==> src/rtl/core/soa_ram.sv <==
// soa_ram: simple dual-port synchronous RAM, one write and one read port,
// registered read data. No dependencies.
module soa_ram #(
    parameter int DEPTH = 16,
    parameter int AW    = 4,
    parameter int DW    = 8
) (
    input  logic          i_clk,
    input  logic          i_we,
    input  logic [AW-1:0] i_waddr,
    input  logic [DW-1:0] i_wdata,
    input  logic [AW-1:0] i_raddr,
    output logic [DW-1:0] o_rdata
);

    logic [DW-1:0] r_mem [DEPTH];
    logic [DW-1:0] r_rdata;

    always_ff @(posedge i_clk) begin
        if (i_we) begin
            r_mem[i_waddr] <= i_wdata;
        end
    end

    always_ff @(posedge i_clk) begin
        r_rdata <= r_mem[i_raddr];
    end

    assign o_rdata = r_rdata;

endmodule
==> config.mk <==
export PLATFORM = sky130hd
export DESIGN_NAME = soa_ram
export DESIGN_NICKNAME = d
export VERILOG_FILES = /design/src/rtl/core/soa_ram.sv
export SDC_FILE = /design/constraint.sdc
export NUM_CORES = 1
export LEC_CHECK = 0
export ABC_AREA = 1
export ABC_CLOCK_PERIOD_IN_PS = 3800
export BUFFER_PORTS_ARGS = -buffer_cell sky130_fd_sc_hd__clkbuf_2
export CAP_MARGIN = 10
export CORE_ASPECT_RATIO = 1.2
export CORE_MARGIN = 5
export CORE_UTILIZATION = 50
export CTS_BUF_LIST = sky130_fd_sc_hd__clkbuf_8
export CTS_CLUSTER_DIAMETER = 60
export DETAILED_ROUTE_END_ITERATION = 6
export GPL_TIMING_DRIVEN = 0
export PLACE_DENSITY = 0.67
export SYNTH_ARGS = -nofsm -noshare
export SYNTH_HDL_FRONTEND = slang
export SYNTH_SLANG_ARGS = --single-unit
==> constraint.sdc <==
create_clock -name i_clk -period 3.8 [get_ports i_clk]
set_input_delay 0.76 -clock i_clk [delete_from_list [all_inputs] [get_ports i_clk]]
set_output_delay 0.76 -clock i_clk [all_outputs]
set_load 0.02 [all_outputs]
==> impl_metrics.py, run 1 <==
metrics = {
    "outcome": {
        "outcome": "finished clean",
    },
    "clock_network": {
        "clock_latency_ns": 0.44,
        "numCtsBuffers": 17,
        "cts_root_buf": "clkbuf_8",
        "cts_resized": 0,
        "clock_path_buffers": 2,
        "clock_sinks": 136,
        "clk_pin_slew_worst_paths_ns": 0.07,
        "cts_setup_buffers": 0,
        "htree_levels": 4,
        "tritoncts": "built",
        "holdBufCountCts": 0,
    },
    "placement": {
        "gp_congestion": 0.857,
        "dp.cells": 730,
        "port_buffers": 22,
        "hpwl_mm": 8.95,
    },
    "yosys": {
        "synth_area_leaders": "edfxtp_1, nand2_1, nand3_1",
        "synth_seq_cells": 136,
        "synth_top_flop_cell": "edfxtp_1",
        "synth_cell_type_count": 12,
        "synth_cells": 551,
        "synth-edff-count": 128,
        "yosys-top-cells-count": "nand2_1, edfxtp_1, inv_1",
        "synth.most_common_cell": "nand2_1",
        "ys_warn_count": 0,
        "syn_nets": 569,
        "synthArstFlopShare_pct": 0,
        "yosysTopAreaCell": "edfxtp_1",
        "synth_top_area_share_pct": 66.7,
        "avgSynthCellArea_sq_um": 10.5,
        "synth_area_sq_um": 5770,
        "yosysSeqAreaShare_pct": 69.4,
    },
    "timing": {
        "period_minus_slack_ns": 1.80,
        "finalSetupTns_ns": 0,
        "slew_violations": 0,
        "hold_ws_ns": 0.695,
        "finClkSkew_ns": 0.0118,
        "fin_crit_sh_pct": 47.3,
        "slew_headroom_pct": 39.2,
        "worst_pin_slew_ns": 0.908,
        "fmax_mhz": 556,
        "setup_viol": 0,
        "hold_viol": 0,
        "rsz0062_at_grt": "false",
    },
    "worst_setup_path": {
        "critPathKind": "primary input to register",
        "critical_path.cell_chain": "clkbuf_2 -> nand3b_1 -> nor2_1",
        "path_max_fanout": 8,
        "critPathCapture": "r_mem[6][1]",
        "max_stage_delay_ns": 0.74,
        "reg2reg_depth": 6,
        "path_depth": 3,
        "r2r-start": "r_mem[14][7]",
        "cp_slowest_cell": "nor2_1",
        "critPathTopFamily": "simple AND/OR/NAND/NOR gates",
        "timing.critical_path.buf_inv": 1,
        "rrSetupSlack_ns": 2.76,
        "cp-start-kind": "primary input",
        "arrival_ns": 1.85,
        "cp-end-kind": "register",
        "required_ns": 3.86,
        "critical_path.startpoint": "i_waddr[3]",
        "reg2reg_to": "o_rdata[7]",
    },
    "flow_run": {
        "drv_cap": 0,
    },
    "cells_and_area": {
        "fin_cells": 762,
        "layout.area.seq_sq_um": 4000,
        "nets": 610,
        "fill_cells": 981,
        "multi_input_area_sq_um": 1210,
        "fin_util_pct": 56.8,
        "diodes": 0,
        "drive_above_1_share_pct": 11.7,
        "area_growth_pct": 12.3,
    },
    "route": {
        "ant_nets": 0,
        "wire_per_inst_um": 17.9,
        "drc": 0,
        "viasPerCell": 5.08,
        "dr.pass1.iters": 5,
        "initialDrtViolationCount": 375,
        "route.vias.total": 3872,
        "routed_wl_mm": 13.6,
    },
    "global_routing": {
        "grt_pass1_wl_mm": 21.0,
        "grt_max_degree": 17,
        "track_usage_pct": 21.2,
        "overflow": 0,
        "grt_pass1_vias": 3770,
        "grt_antenna_before_repair": 0,
    },
    "pwr": {
        "internal_power_mw": 2.43,
        "power_frac_clock_pct": 39.0,
        "pwr-share-seq_pct": 53.8,
        "swShare_pct": 22.3,
        "p_switching_mw": 0.699,
        "peakVddDrop_mv": 0.297,
        "comb_power_share_pct": 7.2,
        "p_leak_nw": 2.84,
        "p_per_area_nw_per_um2": 484,
        "p_total_mw": 3.13,
    },
    "die": {
        "coreArea_sq_um": 11400,
        "die_w_um": 108,
        "start_util_pct": 50.6,
        "dieArea_sq_um": 13800,
        "rows": 43,
        "io_pins": 26,
        "die_h_um": 128,
    },
    "min_path": {
        "worstHoldStart": "r_mem[1][0]",
        "holdCritPathClass": "register to register",
    },
}
-- cells by family (layout without fill, tap and decap cells) --
kind of cell           count (synthesis)  after routing  share of synthesized area (%)
buffers and inverters                126            180                           9.52
DFF                                  136            136                           69.4
and+or+nand+nor                      289            289                           21.0
-- cell type report --
class / count / share of cell area, %
multi-input cells: 289 / 18.7
clock inverters: 15 / 2.65
flip-flops and latches: 136 / 61.8
repair buffers: 22 / 1.70
clock buffers: 17 / 3.61
well taps: 157 / 3.03
plain buffers: 24 / 2.57
inverters: 102 / 5.91
-- worst min path at each step --
stage / endpoint / slack, ns / cells after the start
2_1_floorplan: o_rdata[0] / 0.61 / 6
3_3_place_gp: o_rdata[2] / 0.68 / 6
3_5_place_dp: o_rdata[4] / 0.68 / 6
4_1_cts: o_rdata[0] / 0.69 / 6
5_1_grt: o_rdata[4] / 0.75 / 6
6_report: o_rdata[0] / 0.69 / 6
-- cell usage in the layout, fill, tap and decap left out, drive strengths merged --
cell      synthesis  layout
nor2             17      17
bufinv            0       4
clkinv            0       4
buf              24      24
nand2           173     173
clkinvlp          0       1
nand3            97      97
inv             102     108
nand3b            2       2
clkbuf            0      39
dfxtp             8       8
edfxtp          128     128
-- worst min-delay path: cells and delay by family, from the launching register on --
family / cells / cell delay [ns]
flip-flops: 1 / 0.32
AND/OR/NAND/NOR: 5 / 0.31
buffers and inverters: 1 / 0.03
-- layer usage --
layer  part of all wire, %  vias up  global-route usage [%]
li1                      -     1861                       -
met3                   7.3       26                    4.70
met4                   2.6        0                    8.25
met1                    43     1804                    28.6
met2                    47      181                    33.7
met5                     0        -                       0
-- through the flow --
step	cell area [sq um]	setup slack [ns]
final	6480	2.00
after CTS	6480	2.06
after floorplan	5770	2.09
after global placement	6070	1.57
after detailed placement	6070	1.59
after global routing	6480	1.98
-- power by group through the flow --
stage / clock network (mW) / registers, mW / logic [mW]
after global routing: 1.30 / 1.69 / 0.247
after global placement: 0 / 1.72 / 0.221
after detailed placement: 0 / 1.72 / 0.224
after floorplan: 0 / 1.73 / 0.118
final: 1.22 / 1.68 / 0.226
after CTS: 1.23 / 1.68 / 0.226
-- registers in the layout, summed over array words and instances (netlist names) --
register and cells:
o_rdata 8, r_mem 128
Power figures use the tool's default switching activity.
==> run 2, diff against run 1 <==
Settings changed: ABC_CLOCK_PERIOD_IN_PS 3800 to 1600, PLACE_DENSITY 0.67 to 0.7.
Clock period 3.8 ns to 1.6 ns, I/O delays scaled along.
==> run 2 against run 1 <==
Effect of this change:
- non-clock buffer count stayed put
- clock power is 140% higher
- register-to-register slack worse by 2.2 ns
- critical path depth stayed put
- clock skew is 0.0044 ns lower
- sequential cell count stayed put
- global-route usage is 0.15 points higher
- via count is 0.21% higher
- setup slack worse by 1.8 ns
- sequential power is 140% higher
- total power is 140% higher
- highest routed layer unchanged
==> impl_metrics.py, run 2 (synthesis gave the netlist of run 1 again) <==
metrics = {
    "clock_network": {
        "tritoncts": "built",
        "holdBufCountCts": 0,
        "clock_path_buffers": 2,
        "numCtsBuffers": 17,
        "cts_resized": 0,
        "clock_sinks": 136,
        "htree_levels": 4,
        "clk_pin_slew_worst_paths_ns": 0.08,
        "cts_root_buf": "clkbuf_8",
        "clock_latency_ns": 0.44,
        "cts_setup_buffers": 0,
    },
    "min_path": {
        "hold_end": "o_rdata[5]",
        "hold_depth": 4,
        "holdCritPathClass": "primary input to register",
        "worstHoldStart": "i_raddr[2]",
    },
    "worst_setup_path": {
        "cp-end-kind": "register",
        "critPathTopFamily": "simple AND/OR/NAND/NOR gates",
        "r2r-start": "r_mem[14][7]",
        "timing.critical_path.buf_inv": 1,
        "path_max_fanout": 8,
        "rrSetupSlack_ns": 0.58,
        "critical_path.cell_chain": "clkbuf_2 -> nand3b_1 -> nor2_1",
        "reg2reg_depth": 6,
        "arrival_ns": 1.43,
        "max_stage_delay_ns": 0.76,
        "cp_slowest_cell": "nor2_1",
        "path_depth": 3,
        "cp-start-kind": "primary input",
        "reg2reg_to": "o_rdata[7]",
        "critPathKind": "primary input to register",
        "required_ns": 1.67,
    },
    "timing": {
        "fin_crit_sh_pct": 85.1,
        "worst_pin_slew_ns": 0.943,
        "period_minus_slack_ns": 1.36,
        "slew_violations": 0,
        "rsz0062_at_grt": "false",
        "finClkSkew_ns": 0.00742,
        "hold_viol": 0,
        "hold_ws_ns": 0.295,
        "finalSetupTns_ns": 0,
        "fmax_mhz": 735,
        "setup_slack_ns": 0.239,
        "slew_headroom_pct": 36.9,
        "setup_viol": 0,
    },
    "cells_and_area": {
        "largest_register_ffs": 128,
        "drive_above_1_share_pct": 12.6,
        "layout_commonest_cell": "nand2_1",
        "area_growth_pct": 12.5,
        "largest_register": "r_mem",
        "nets": 610,
        "fill_cells": 999,
        "diodes": 0,
        "final_cell_mix": "nand2_1, edfxtp_1, inv_1, nand3_1, clkbuf_2",
        "fin_util_pct": 56.9,
    },
    "global_routing": {
        "grt_pass1_wl_mm": 21.2,
        "grt_max_degree": 17,
        "overflow": 0,
        "grt_pass1_vias": 3892,
        "grt_antenna_before_repair": 0,
        "track_usage_pct": 21.4,
    },
    "flow_run": {
        "drv_cap": 0,
    },
    "route": {
        "ant_nets": 0,
        "routed_wl_mm": 13.7,
        "initialDrtViolationCount": 351,
        "route.vias.total": 3880,
        "dr.pass1.iters": 5,
        "viasPerCell": 5.10,
        "drc": 0,
        "wire_per_inst_um": 18.0,
    },
    "die": {
        "io_pins": 26,
        "dieArea_sq_um": 13800,
        "rows": 43,
        "coreArea_sq_um": 11400,
        "die_h_um": 128,
        "die_w_um": 108,
        "start_util_pct": 50.6,
    },
    "placement": {
        "gp_congestion": 0.899,
        "pre_cts_ws_ns": -0.197,
        "port_buffers": 22,
        "hpwl_mm": 8.90,
    },
    "pwr": {
        "p_total_mw": 7.51,
        "p_per_area_nw_per_um2": 1160,
        "peakVddDrop_mv": 0.675,
        "p_leak_nw": 2.82,
    },
    "outcome": {
        "outcome": "finished clean",
    },
}
==> run 2: changes by cell type in the layout (fill, tap and decap cells not counted) <==
cell        change
clkinv_2        +2
clkinvlp_4      +2
clkinv_4        +1
inv_1           -6
==> run 2: through the flow <==
step,cell area (sq um),cells
after floorplan,5770,551
after global placement,6070,730
after detailed placement,6070,730
after CTS,6490,761
after global routing,6490,761
final,6490,761
==> run 2: worst reg2reg max path, cell delays in order, from the launching register on <==
cell	delay [ns]
edfxtp_1	0.37
inv_1	0.07
nand2_1	0.05
nand3_1	0.10
nand3_1	0.10
nand3_1	0.13
nand2_1	0.08
==> run 2: final cells by class <==
cell class / count / area [sq um] / area share (%)
buffer: 24 / 166 / 2.56
clock buffer: 17 / 234 / 3.61
tap: 157 / 196 / 3.03
multi-input combinational: 289 / 1210 / 18.7
inverter: 102 / 383 / 5.90
sequential: 136 / 4000 / 61.7
clock inverter: 14 / 183 / 2.81
timing repair buffer: 22 / 110 / 1.70
==> run 2: how the worst max path moves through the flow <==
stage	slack, ns	start	to
after floorplan	0.33	i_waddr[2]	r_mem[10][0]
after global placement	-0.20	i_waddr[3]	r_mem[6][5]
after detailed placement	-0.20	i_waddr[3]	r_mem[6][5]
after CTS	0.27	i_waddr[3]	r_mem[7][2]
after global routing	0.19	i_waddr[3]	r_mem[6][7]
final	0.24	i_waddr[3]	r_mem[6][3]
==> run 2: power by group <==
group | switching (mW) | internal (mW) | leakage, nW | total (mW)
combinational | 0.388 | 0.152 | 1.39 | 0.541
sequential | 0.0202 | 3.98 | 1.22 | 4.00
clock | 1.30 | 1.67 | 0.202 | 2.97
==> run 2: per-layer routing <==
| metal | GRT usage [%] | vias to the layer above | routed length [um] |
|---|---|---|---|
| li1 | - | 1853 | - |
| met1 | 27.9 | 1846 | 5790 |
| met2 | 34.8 | 154 | 6670 |
| met3 | 5.10 | 27 | 841 |
| met4 | 7.95 | 0 | 360 |
| met5 | 0 | - | 0 |
